File: config.mk
export PLATFORM = sky130hd
export DESIGN_NAME = fixed_block_pool_allocator_flat
export DESIGN_NICKNAME = d
export VERILOG_FILES = /design/src/hw/rtl/fbpa_pkg.sv /design/src/hw/rtl/fbpa_if.sv /design/src/hw/rtl/fbpa_ram.sv /design/src/hw/rtl/fixed_block_pool_allocator.sv /design/src/flat_wrapper.sv
export SDC_FILE = /design/constraint.sdc
export NUM_CORES = 2
export LEC_CHECK = 0
export BUFFER_PORTS_ARGS = -buffer_cell sky130_fd_sc_hd__buf_2
export CORE_ASPECT_RATIO = 1.2
export CORE_MARGIN = 4
export CORE_UTILIZATION = 50
export CTS_BUF_LIST = sky130_fd_sc_hd__clkbuf_4 sky130_fd_sc_hd__clkbuf_8
export DETAILED_ROUTE_END_ITERATION = 8
export PLACE_DENSITY = 0.66
export SLEW_MARGIN = 20
export SYNTH_ARGS = -nofsm -noshare
export SYNTH_HDL_FRONTEND = slang
export SYNTH_SLANG_ARGS = --single-unit
File: constraint.sdc
create_clock -name clk -period 22.1 [get_ports clk]
set_input_delay 4.42 -clock clk [delete_from_list [all_inputs] [get_ports clk]]
set_output_delay 4.42 -clock clk [all_outputs]
set_load 0.05 [all_outputs]
File: src/hw/rtl/fbpa_pkg.sv
// Shared types and codes of the fixed block pool allocator.
package fbpa_pkg;

	localparam int CFG_IDX_W  = 2;
	localparam int CFG_DATA_W = 16;

	localparam logic [CFG_IDX_W-1:0] CFG_BLOCK_BYTES = 2'd0;
	localparam logic [CFG_IDX_W-1:0] CFG_ALIGN_PAD   = 2'd1;
	localparam logic [CFG_IDX_W-1:0] CFG_BLOCK_COUNT = 2'd2;

	localparam logic [15:0] BLOCK_BYTES_RST = 16'd64;
	localparam logic [12:0] ALIGN_PAD_RST   = 13'd8;
	localparam logic [8:0]  BLOCK_COUNT_RST = 9'd256;

	typedef enum logic {
		CMD_ALLOC   = 1'b0,
		CMD_RELEASE = 1'b1
	} cmd_t;

	typedef enum logic [2:0] {
		STS_OK         = 3'd0,
		STS_EMPTY      = 3'd1,
		STS_SIZE_BAD   = 3'd2,
		STS_ALIGN_BAD  = 3'd3,
		STS_NONE_ALLOC = 3'd4,
		STS_BAD_INDEX  = 3'd5,
		STS_NULL       = 3'd6
	} status_t;

	typedef enum logic {
		FSM_IDLE = 1'b0,
		FSM_EXEC = 1'b1
	} fsm_t;

endpackage

File: src/hw/rtl/fbpa_if.sv
// Request and response channel interfaces of the block pool allocator.
interface fbpa_req_if;
	logic        valid;
	logic        ready;
	logic        command;
	logic [15:0] request_size;
	logic [12:0] request_align;
	logic [7:0]  block_index;
	logic        is_null;

	modport source (output valid, command, request_size, request_align, block_index,
		is_null, input ready);
	modport sink (input valid, command, request_size, request_align, block_index,
		is_null, output ready);
endinterface

interface fbpa_rsp_if;
	logic        valid;
	logic        ready;
	logic [2:0]  status;
	logic [7:0]  granted_index;
	logic [24:0] byte_offset;
	logic [8:0]  live_count;
	logic [23:0] live_bytes;

	modport source (output valid, status, granted_index, byte_offset, live_count,
		live_bytes, input ready);
	modport sink (input valid, status, granted_index, byte_offset, live_count,
		live_bytes, output ready);
endinterface

File: src/hw/rtl/fbpa_ram.sv
// Generic single-write, single-read RAM with registered read data.
module fbpa_ram #(
	parameter int WIDTH = 8,
	parameter int DEPTH = 256
) (
	input  logic                     clk,
	input  logic                     we,
	input  logic [$clog2(DEPTH)-1:0] waddr,
	input  logic [WIDTH-1:0]         wdata,
	input  logic [$clog2(DEPTH)-1:0] raddr,
	output logic [WIDTH-1:0]         rdata
);

	logic [WIDTH-1:0] mem [DEPTH];
	logic [WIDTH-1:0] rdata_q;

	always_ff @(posedge clk) begin
		if (we) begin
			mem[waddr] <= wdata;
		end
		rdata_q <= mem[raddr];
	end

	assign rdata = rdata_q;

endmodule

File: src/hw/rtl/fixed_block_pool_allocator.sv
// An accepted request beat is captured and executed; its response goes to the output
// register. A new request is not taken until the previous one has been executed: the
// link memory read of the list head comes first, then the list read-modify-write.
// A response waiting in the output register holds the following request in execute
// until the response beat leaves; the beat after that waits at the input.
// Reset (arst_n low) empties the pool state and loads the register defaults; the link
// memory needs no clearing, so requests are taken as soon as reset is released.
module fixed_block_pool_allocator
	import fbpa_pkg::*;
#(
	parameter int MAX_BLOCKS = 256
) (
	input  logic                  clk,
	input  logic                  arst_n,
	fbpa_req_if.sink              req,
	fbpa_rsp_if.source            rsp,
	input  logic                  cfg_we,
	input  logic [CFG_IDX_W-1:0]  cfg_index,
	input  logic [CFG_DATA_W-1:0] cfg_wdata
);

	localparam int DEPTH = (MAX_BLOCKS < 256) ? MAX_BLOCKS : 256;
	localparam int AW    = $clog2(DEPTH);
	localparam logic [8:0] LIMIT = 9'(DEPTH);

	// configuration
	logic [15:0] block_bytes_q;
	logic [12:0] align_pad_q;
	logic [8:0]  block_count_q;

	always_ff @(posedge clk or negedge arst_n) begin
		if (!arst_n) begin
			block_bytes_q <= BLOCK_BYTES_RST;
			align_pad_q   <= ALIGN_PAD_RST;
			block_count_q <= BLOCK_COUNT_RST;
		end else if (cfg_we) begin
			unique case (cfg_index)
				CFG_BLOCK_BYTES: block_bytes_q <= cfg_wdata;
				CFG_ALIGN_PAD:   align_pad_q   <= cfg_wdata[12:0];
				CFG_BLOCK_COUNT: block_count_q <= cfg_wdata[8:0];
				default: ;
			endcase
		end
	end

	// pool state
	fsm_t        state_q, state_d;
	logic [7:0]  freed_head_q, freed_head_d;
	logic        freed_nonempty_q, freed_nonempty_d;
	logic [8:0]  fresh_next_q, fresh_next_d;
	logic [8:0]  alloc_total_q, alloc_total_d;
	logic [23:0] byte_total_q, byte_total_d;

	// request captured at acceptance
	cmd_t        cmd_s1;
	logic [15:0] req_size_s1;
	logic [12:0] req_align_s1;
	logic [7:0]  block_index_s1;
	logic        is_null_s1;

	// output register
	logic        rsp_valid_q;
	status_t     status_q, status_d;
	logic [7:0]  granted_q, granted_d;
	logic [24:0] offset_q, offset_d;

	logic        req_fire, exec_fire, slot_free;
	logic        mem_we;
	logic [7:0]  link_rdata;
	logic [8:0]  usable;
	logic [9:0]  alloc_inc;
	logic [16:0] slot_bytes;
	logic [24:0] byte_sum;
	logic [7:0]  pick_idx;

	fbpa_ram #(
		.WIDTH (8),
		.DEPTH (DEPTH)
	) u_link_ram (
		.clk   (clk),
		.we    (mem_we),
		.waddr (block_index_s1[AW-1:0]),
		.wdata (freed_head_q),
		.raddr (freed_head_q[AW-1:0]),
		.rdata (link_rdata)
	);

	assign req.ready  = (state_q == FSM_IDLE);
	assign req_fire   = req.valid && req.ready;
	assign slot_free  = !rsp_valid_q || rsp.ready;
	assign exec_fire  = (state_q == FSM_EXEC) && slot_free;

	assign usable     = (block_count_q > LIMIT) ? LIMIT : block_count_q;
	assign alloc_inc  = {1'b0, alloc_total_q} + 10'd1;
	assign slot_bytes = {1'b0, block_bytes_q} + {4'b0, align_pad_q};
	assign byte_sum   = {1'b0, byte_total_q} + {9'b0, block_bytes_q};

	always_comb begin
		state_d          = state_q;
		freed_head_d     = freed_head_q;
		freed_nonempty_d = freed_nonempty_q;
		fresh_next_d     = fresh_next_q;
		alloc_total_d    = alloc_total_q;
		byte_total_d     = byte_total_q;
		status_d         = STS_OK;
		granted_d        = '0;
		offset_d         = '0;
		pick_idx         = '0;
		mem_we           = 1'b0;

		unique case (state_q)
			FSM_IDLE: begin
				if (req_fire) begin
					state_d = FSM_EXEC;
				end
			end
			FSM_EXEC: begin
				if (cmd_s1 == CMD_ALLOC) begin
					priority if (req_size_s1 != block_bytes_q) begin
						status_d = STS_SIZE_BAD;
					end else if (req_align_s1 != align_pad_q) begin
						status_d = STS_ALIGN_BAD;
					end else if (freed_nonempty_q) begin
						// pop the released list; the link was read last cycle
						pick_idx         = freed_head_q;
						freed_nonempty_d = {1'b0, fresh_next_q} > alloc_inc;
						freed_head_d     = link_rdata;
					end else if (fresh_next_q < usable) begin
						pick_idx     = fresh_next_q[7:0];
						fresh_next_d = fresh_next_q + 9'd1;
					end else begin
						status_d = STS_EMPTY;
					end
					if (status_d == STS_OK) begin
						if (alloc_total_q != 9'h1ff) begin
							alloc_total_d = alloc_inc[8:0];
						end
						byte_total_d = byte_sum[24] ? 24'hff_ffff : byte_sum[23:0];
						granted_d    = pick_idx;
						offset_d     = {17'b0, pick_idx} * {8'b0, slot_bytes};
					end
				end else begin
					priority if (is_null_s1) begin
						status_d = STS_NULL;
					end else if (alloc_total_q == 9'd0) begin
						status_d = STS_NONE_ALLOC;
					end else if ({1'b0, block_index_s1} >= usable) begin
						status_d = STS_BAD_INDEX;
					end else begin
						// push on the head of the released list
						mem_we           = exec_fire;
						freed_head_d     = block_index_s1;
						freed_nonempty_d = 1'b1;
						alloc_total_d    = alloc_total_q - 9'd1;
						byte_total_d     = (byte_total_q >= {8'b0, block_bytes_q}) ?
							byte_total_q - {8'b0, block_bytes_q} : 24'd0;
					end
				end
				if (exec_fire) begin
					state_d = FSM_IDLE;
				end
			end
			default: state_d = FSM_IDLE;
		endcase
	end

	always_ff @(posedge clk or negedge arst_n) begin
		if (!arst_n) begin
			state_q          <= FSM_IDLE;
			freed_head_q     <= '0;
			freed_nonempty_q <= 1'b0;
			fresh_next_q     <= '0;
			alloc_total_q    <= '0;
			byte_total_q     <= '0;
			rsp_valid_q      <= 1'b0;
		end else begin
			state_q <= state_d;
			if (exec_fire) begin
				freed_head_q     <= freed_head_d;
				freed_nonempty_q <= freed_nonempty_d;
				fresh_next_q     <= fresh_next_d;
				alloc_total_q    <= alloc_total_d;
				byte_total_q     <= byte_total_d;
				rsp_valid_q      <= 1'b1;
			end else if (rsp.ready) begin
				rsp_valid_q <= 1'b0;
			end
		end
	end

	always_ff @(posedge clk) begin
		if (req_fire) begin
			cmd_s1         <= cmd_t'(req.command);
			req_size_s1    <= req.request_size;
			req_align_s1   <= req.request_align;
			block_index_s1 <= req.block_index;
			is_null_s1     <= req.is_null;
		end
		if (exec_fire) begin
			status_q  <= status_d;
			granted_q <= granted_d;
			offset_q  <= offset_d;
		end
	end

	assign rsp.valid         = rsp_valid_q;
	assign rsp.status        = status_q;
	assign rsp.granted_index = granted_q;
	assign rsp.byte_offset   = offset_q;
	assign rsp.live_count    = alloc_total_q;
	assign rsp.live_bytes    = byte_total_q;

endmodule

File: src/flat_wrapper.sv
// flat-port wrapper written by rule: the top's interface ports become plain ports
module fixed_block_pool_allocator_flat import fbpa_pkg::*;
#(
	parameter int MAX_BLOCKS = 256
)
  (clk, arst_n, cfg_we, cfg_index, cfg_wdata, req_valid, req_command, req_request_size, req_request_align, req_block_index, req_is_null, req_ready, rsp_valid, rsp_status, rsp_granted_index, rsp_byte_offset, rsp_live_count, rsp_live_bytes, rsp_ready);
  fbpa_req_if req_i ();
  fbpa_rsp_if rsp_i ();
  input  logic clk;
  input  logic arst_n;
  input  logic cfg_we;
  input  logic [CFG_IDX_W-1:0] cfg_index;
  input  logic [CFG_DATA_W-1:0] cfg_wdata;
  input wire logic [$bits(req_i.valid)-1:0] req_valid;
  input wire logic [$bits(req_i.command)-1:0] req_command;
  input wire logic [$bits(req_i.request_size)-1:0] req_request_size;
  input wire logic [$bits(req_i.request_align)-1:0] req_request_align;
  input wire logic [$bits(req_i.block_index)-1:0] req_block_index;
  input wire logic [$bits(req_i.is_null)-1:0] req_is_null;
  output wire logic [$bits(req_i.ready)-1:0] req_ready;
  output wire logic [$bits(rsp_i.valid)-1:0] rsp_valid;
  output wire logic [$bits(rsp_i.status)-1:0] rsp_status;
  output wire logic [$bits(rsp_i.granted_index)-1:0] rsp_granted_index;
  output wire logic [$bits(rsp_i.byte_offset)-1:0] rsp_byte_offset;
  output wire logic [$bits(rsp_i.live_count)-1:0] rsp_live_count;
  output wire logic [$bits(rsp_i.live_bytes)-1:0] rsp_live_bytes;
  input wire logic [$bits(rsp_i.ready)-1:0] rsp_ready;
  assign req_i.valid = req_valid;
  assign req_i.command = req_command;
  assign req_i.request_size = req_request_size;
  assign req_i.request_align = req_request_align;
  assign req_i.block_index = req_block_index;
  assign req_i.is_null = req_is_null;
  assign req_ready = req_i.ready;
  assign rsp_valid = rsp_i.valid;
  assign rsp_status = rsp_i.status;
  assign rsp_granted_index = rsp_i.granted_index;
  assign rsp_byte_offset = rsp_i.byte_offset;
  assign rsp_live_count = rsp_i.live_count;
  assign rsp_live_bytes = rsp_i.live_bytes;
  assign rsp_i.ready = rsp_ready;
  fixed_block_pool_allocator #(.MAX_BLOCKS(MAX_BLOCKS)) u_core (.clk(clk), .arst_n(arst_n), .req(req_i), .rsp(rsp_i), .cfg_we(cfg_we), .cfg_index(cfg_index), .cfg_wdata(cfg_wdata));
endmodule
== Word-level counts from Yosys, hierarchy flattened ==
Memory sizes are Yosys's and may differ from the RTL's. A register that Yosys moved wholly into a read port is not among the register bits.
Cells that the tools add are included.
Widths: inputs -> output; s select.

* Add/sub/neg operators: 6
* $mul: 1
* Order comparisons: 5
* Equal/unequal tests: 10
* Mux-type cells: 56
* Bitwise logic cells: 6
* Reduce and logical (&&, ||, !) cells: 20

{| class="wikitable"
|+ Operator list
! operator !! number
|-
| $mux 24 || 7
|-
| $mux 8 || 13
|-
| $mux 9 || 7
|-
| $mux 3 || 9
|-
| $add 24x16->25 || 1
|-
| $mul 8x17->25 || 1
|-
| $ge 24x16->1 || 1
|-
| $sub 24x16->24 || 1
|-
| $reduce_and 7->1 || 3
|-
| $mux 1 || 19
|-
| $add 16x13->17 || 1
|-
| $ne 16x16->1 || 1
|-
| $ne 13x13->1 || 1
|-
| $add 9x1->10 const B || 1
|-
| $gt 9x10->1 || 1
|-
| $add 9x1->9 const B || 1
|-
| $ge 8x9->1 || 1
|-
| $gt 9x9->1 const B || 1
|-
| $logic_not 9->1 || 1
|-
| $lt 9x9->1 || 1
|-
| $ne 9x9->1 const B || 1
|-
| $sub 9x1->9 const B || 1
|-
| $reduce_and 8->1 || 1
|-
| $reduce_bool 2->1 || 4
|-
| 14 further kinds || 25
|}

* Flip-flop bits (word level): 166
* Bits in writable memories: 2048
* Input bits: 62
* Output and inout port bits: 71
* Word-level logic and storage cells: 123
* Memories: 1

{| class="wikitable"
|+ Memories
! memory !! depth !! bits a word !! read ports !! clocked after Yosys merged registers in !! wr ports !! line !! text
|-
| u_core.u_link_ram.mem || 256 || 8 || 1 || 1 || 1 || fbpa_ram.sv:14 || <nowiki>logic [WIDTH-1:0] mem [DEPTH];</nowiki>
|}

== Longest topological paths before layout ==
* Depth in word-level cells: 12
* Depth in mapped cells: 31
* Mapped depth without buffers: 28

== Hierarchy ==
Synthesis repeated with hierarchy kept, for this count alone.

* Cell total of the unflattened synthesis: 5292
* Area total of the unflattened synthesis: 94146.5 um^2

{| class="wikitable"
|+ Modules (own cells, without submodules)
! module !! instances !! cells an instance !! area an instance (um^2) !! sequential area each (um^2)
|-
| fbpa_ram || 1 || 3733 || 79556.3 || 61659.1
|-
| fixed_block_pool_allocator || 1 || 1559 || 14590.2 || 4533.1
|}

== Worst setup path before layout ==
No wires, ideal clock.

* Path type: register to register
* Start: reg u_core.freed_head_q[4]
* End: reg u_core.offset_q[21], in the netlist u_core.rsp.byte_offset[21] (data pin)
* Library setup time: 266 ps
* Arrival time: 8574 ps
* Data required time: 21834 ps
* Path slack: 13260 ps
* Stages on the path, launching flop included: 22
* Path buffers: 5
* Period minus slack after synthesis: 8840 ps
* Cell sequence: dfrtp_1 > clkbuf_1 > buf_2 > buf_2 > clkbuf_1 > a22o_1 > nand2_2 > buf_2 > nor2_1 > fa_1 > fa_1 > fa_1 > inv_1 > fa_1 > inv_1 > ha_1 > a21o_1 > o41ai_1 > o211a_1 > o21ai_0 > xnor2_1 > nor2_1

* Cells in the longest elaborated chain, start to end: 6

{| class="wikitable"
|+ RTL lines
! element !! line !! text
|-
| start, declared || fixed_block_pool_allocator.sv:48 || <nowiki>logic [7:0] freed_head_q, freed_head_d;</nowiki>
|-
| start signal, assigned || fixed_block_pool_allocator.sv:179 || <nowiki>freed_head_q <= freed_head_d;</nowiki>
|-
| $mux 8 || fixed_block_pool_allocator.sv:123 || <nowiki>end else if (freed_nonempty_q) begin</nowiki>
|-
| $mux 8 || fixed_block_pool_allocator.sv:121 || <nowiki>end else if (req_align_s1 != align_pad_q) begin</nowiki>
|-
| $mux 8 || fixed_block_pool_allocator.sv:119 || <nowiki>priority if (req_size_s1 != block_bytes_q) begin</nowiki>
|-
| $mux 8 || fixed_block_pool_allocator.sv:118 || <nowiki>if (cmd_s1 == CMD_ALLOC) begin</nowiki>
|-
| $mux 8 || fixed_block_pool_allocator.sv:111 || <nowiki>unique case (state_q)</nowiki>
|-
| $mul 8x17->25 || fixed_block_pool_allocator.sv:140 || <nowiki>offset_d = {17'b0, pick_idx} * {8'b0, slot_bytes};</nowiki>
|-
| end signal, assigned || fixed_block_pool_allocator.sv:202 || <nowiki>offset_q <= offset_d;</nowiki>
|-
| end, declared || fixed_block_pool_allocator.sv:65 || <nowiki>logic [24:0] offset_q, offset_d;</nowiki>
|}

Every way passes these cells. The select of a mux whose other input is x is not followed.
A chain may end at the register's enable or synchronous reset.

== Worst setup path in the final report ==
* Start: reg u_core.block_count_q[8]
* End: reg u_core.offset_q[21], in the netlist u_core.rsp.byte_offset[21] (data pin)

* Cells in the longest elaborated chain, start to end: 12
* Elaborated cells between the ends (all ways): 19
* Those cells by class: mul (1); order compare (2); mux (13); bitwise (1); reduce/logical (2)

{| class="wikitable"
|+ RTL lines
! element !! line !! text
|-
| start, declared || fixed_block_pool_allocator.sv:29 || <nowiki>logic [8:0] block_count_q;</nowiki>
|-
| start signal, assigned || fixed_block_pool_allocator.sv:40 || <nowiki>CFG_BLOCK_COUNT: block_count_q <= cfg_wdata[8:0];</nowiki>
|-
| $gt 9x9->1 || fixed_block_pool_allocator.sv:93 || <nowiki>assign usable = (block_count_q > LIMIT) ? LIMIT : block_count_q;</nowiki>
|-
| $mux 9 * || fixed_block_pool_allocator.sv:93 ||
|-
| $lt 9x9->1 * || fixed_block_pool_allocator.sv:128 || <nowiki>end else if (fresh_next_q < usable) begin</nowiki>
|-
| parallel branches: the longest is 9 deep, another holds $mul 8x17->25 || - ||
|}

Mark *: on every way between the ends. The select of a mux whose other input is x is not followed.

==> qor.csv <==
stage,metric,value,unit
pwr,pwr dens,123,nW/µm²
timing,"Hold Vio Cnt, Final",0,
synthesis,Synth Net Count,5181,
pwr,Seq pwr share,42.9,%
synthesis,post-synthesis sequential area ratio,70.7,%
cts,Setup Buffers After CTS,0,
cts,hold_buf cts,0,
worst_setup_path,CP Capture Point,u_core.rsp.byte_offset[21]$_SDFFCE_PP0P_,
global_routing,vias in the first global route,49000,
floorplan,core area,186000,µm²
floorplan,IO Pins,133,
synthesis,cell count after synthesis,4907,
worst_setup_path,critical path class,reg2reg,
finish,"Core Util, Final",55.8,%
finish,nets,5474,
pwr,worst IR drop on VDD,0.146,mV
pwr,Internal Dissipation,8.60,mW
worst_setup_path,Worst EP required,22830,ps
worst_setup_path,FF-to-FF Start,u_core.block_count_q[8]$_DFFE_PN1P_,
detailed_routing,vias,47700,
synthesis,ys async rst share,4.10,%
global_routing,largest net degree at the start of global routing,161,
finish,Multi-input gate area,25700,µm²
timing,period utilization,36.8,%
detailed_routing,Initial DRC Count,5071,
status,outcome,"complete, no violations",
timing,worst slew pin tran,1100,ps
synthesis,Synth Register Bits,2222,
detailed_routing,routed len/inst,28.2,µm
cts,clk sinks,2222,
synthesis,Mapped Area,93600,µm²
cts,number of buffers created by CTS,344,
synthesis,synth warn,0,
global_routing,grt ovf,0,
finish,most frequent cells in the layout,"edfxtp_1 (2123), mux4_2 (624), nor2_1 (472)",
floorplan,Initial Util,50.4,%
pwr,sw frac,32.5,%
synthesis,number of synthesized flops with an enable pin,2123,
pwr,clock power share,26.2,%
timing,RSZ-0062 raised after global routing,false,
detailed_routing,First-pass DRT Iterations,5,
detailed_routing,final wirelength,223000,µm
timing,final worst setup slack,13960,ps
worst_setup_path,startpoint types,register,
timing,setup TNS,0,ps
worst_setup_path,crit path DAT,8860,ps
timing,Tmin final,8140,ps
worst_hold_path,hold crit path type,reg2reg,
worst_setup_path,Crit. End Element,register,
finish,FILL cells,14000,
finish,share of layout cells above drive strength 1,26.2,%
global_routing,first-pass GRT wire length,332000,µm
pwr,Gate power share,30.9,%
cts,Root Buffer,clkbuf_8,
pwr,leakage power,34.2,nW
worst_setup_path,CP Launch Point,u_core.block_count_q[8]$_DFFE_PN1P_,
placement,dpl ws,14060,ps
detailed_routing,DR vias/cell,6.05,
detailed_routing,DRC,0,
timing,FMAX,0.123,GHz
run,max cap viols,0,
worst_setup_path,Reg2Reg Setup Slack,13960,ps
global_routing,global-route usage over all layers,23.1,%
timing,Slew HR,26.1,%
cts,Worst-path clk slew,70,ps
timing,setup violators final,0,
worst_setup_path,crit-path max FO,17,
cts,Post-CTS Resized,0,
finish,Area Growth Syn to Fin,10.6,%
worst_setup_path,Reg2Reg Depth,26,
timing,Max Slew Vio Count,0,
floorplan,full die area,194000,µm²
global_routing,initial antenna violation count,7,
cts,CTS tree,yes,
detailed_routing,post-route antenna net violation count,0,
synthesis,Post-Synthesis Mean Instance Area,19.1,µm²
placement,IO buf count,132,
floorplan,std cell rows,173,
pwr,Final Power,12.7,mW
synthesis,Synth cell types,92,
cts,H-tree depth,5,
finish,register area,66200,µm²
placement,Area after DPL,97000,µm²
floorplan,Die Wd,403,µm
finish,"commonest non-fill, non-tap cell in the layout",edfxtp_1,
finish,final instance area,104000,µm²
cts,Skew-Pair Late Insertion Delay,1040,ps
pwr,Switch Pwr,4.14,mW
worst_setup_path,reg-to-reg endpoint,u_core.rsp.byte_offset[21]$_SDFFCE_PP0P_,
placement,routability cong.,0.861,
placement,DP HPWL,137000,µm
synthesis,Post-synth top flop,edfxtp_1,
cts,CTS max path bufs,4,
timing,clk_skew,56.2,ps
floorplan,Die Y,482,µm
==> worst min-delay path by stage <==
stage	start	end	slack, ps	cells past startpoint
after floorplan	u_core.fresh_next_q[8]$_DFFE_PN0P_	u_core.fresh_next_q[8]$_DFFE_PN0P_	470	1
after global placement	u_core.u_link_ram.rdata[2]$_DFF_P_	u_core.freed_head_q[2]$_DFFE_PN0P_	510	2
after detailed placement	u_core.block_count_q[4]$_DFFE_PN0P_	u_core.block_count_q[4]$_DFFE_PN0P_	510	1
after CTS	u_core.u_link_ram.rdata[4]$_DFF_P_	u_core.freed_head_q[4]$_DFFE_PN0P_	520	2
after global routing	u_core.block_count_q[4]$_DFFE_PN0P_	u_core.block_count_q[4]$_DFFE_PN0P_	560	1
final	u_core.u_link_ram.rdata[4]$_DFF_P_	u_core.freed_head_q[4]$_DFFE_PN0P_	530	2
==> stage by stage <==
step	std cells	hold WS, ps
after CTS	7890	522
after global placement	7303	510
after floorplan	4907	475
final	7896	527
after global routing	7892	558
after detailed placement	7303	508
==> layer usage <==
metal | GRT usage (%) | share of wire [%]
met1 | 30.9 | 39
met2 | 38.9 | 51
met3 | 4.25 | 6.9
met4 | 7.40 | 3.1
met5 | 0 | 0
==> Yosys cell counts (22+ instances only) <==
cell / number / share of area [%]
nor2b_1: 22 / 0.15
a211oi_1: 23 / 0.18
nor3_1: 44 / 0.24
nand4_1: 26 / 0.17
ha_1: 119 / 1.6
edfxtp_1: 2123 / 68
buf_1: 24 / 0.096
nand3_1: 39 / 0.21
or2_2: 23 / 0.15
mux2i_1: 84 / 0.90
nor2_1: 472 / 1.9
inv_1: 173 / 0.69
xor2_1: 28 / 0.26
fa_1: 93 / 2.0
mux4_2: 624 / 15
dfrtp_1: 88 / 2.4
o21ai_0: 61 / 0.33
buf_2: 94 / 0.50
nand2_1: 110 / 0.44
a21oi_1: 90 / 0.48
clkbuf_1: 133 / 0.53
mux2_2: 25 / 0.30
xnor2_1: 71 / 0.66
==> final cells by class <==
type	count	area share, %
clock buffers	422	5.20
well taps	2450	2.96
flip-flops and latches	2222	63.9
repair buffers	204	1.31
inverters	174	0.631
clock inverters	165	1.09
diodes	5	0.0121
multi-input cells	2254	24.8
==> power groups by stage <==
stage	Sequential, mW	Clock (mW)	Combinational [mW]
3_5_place_dp	5.55	0	3.97
3_3_place_gp	5.55	0	3.95
4_1_cts	5.46	3.40	3.98
5_1_grt	5.47	3.62	4.18
2_1_floorplan	5.89	0	2.39
6_report	5.46	3.33	3.94
==> sequential cells by signal (all words and copies together), names as in the netlist, 3 cells and up <==
register / flops
u_core.rsp.granted_index: 8
u_core.rsp.byte_offset: 25
u_core.u_link_ram.mem: 2048
u_core.block_count_q: 9
u_core.freed_head_q: 8
u_core.u_link_ram.rdata: 8
u_core.fresh_next_q: 9
u_core.align_pad_q: 13
u_core.rsp.status: 3
u_core.block_index_s1: 8
u_core.req_size_s1: 16
u_core.block_bytes_q: 16
u_core.rsp.live_bytes: 24
u_core.req_align_s1: 13
u_core.rsp.live_count: 9
==> cell families after synthesis <==
family | share of synthesized area (%)
multiplexers | 16.2
adder cells (fa/ha/maj) | 3.58
XOR/XNOR | 0.926
AO/OA/AOI/OAI | 2.63
buffers and inverters | 1.88
flip-flops | 70.7
AND/OR/NAND/NOR | 4.09
==> critical path, stage by stage (launching register included) <==
cell	delay, ps
dfstp_2	610
clkinv_1	240
nand2_1	170
ha_1	250
a211oi_1	210
o21ai_1	100
a221o_1	330
a21o_1	200
a211oi_2	620
a22o_1	280
nand2_2	230
or2_2	390
fa_1	490
fa_1	500
inv_1	60
fa_1	480
inv_1	50
fa_1	470
inv_1	40
ha_1	350
nand2_1	100
a21oi_1	50
o41ai_1	900
o211a_1	350
o21ai_0	140
xnor2_1	160
nor2_1	50
(Power assumes the default switching activity.)
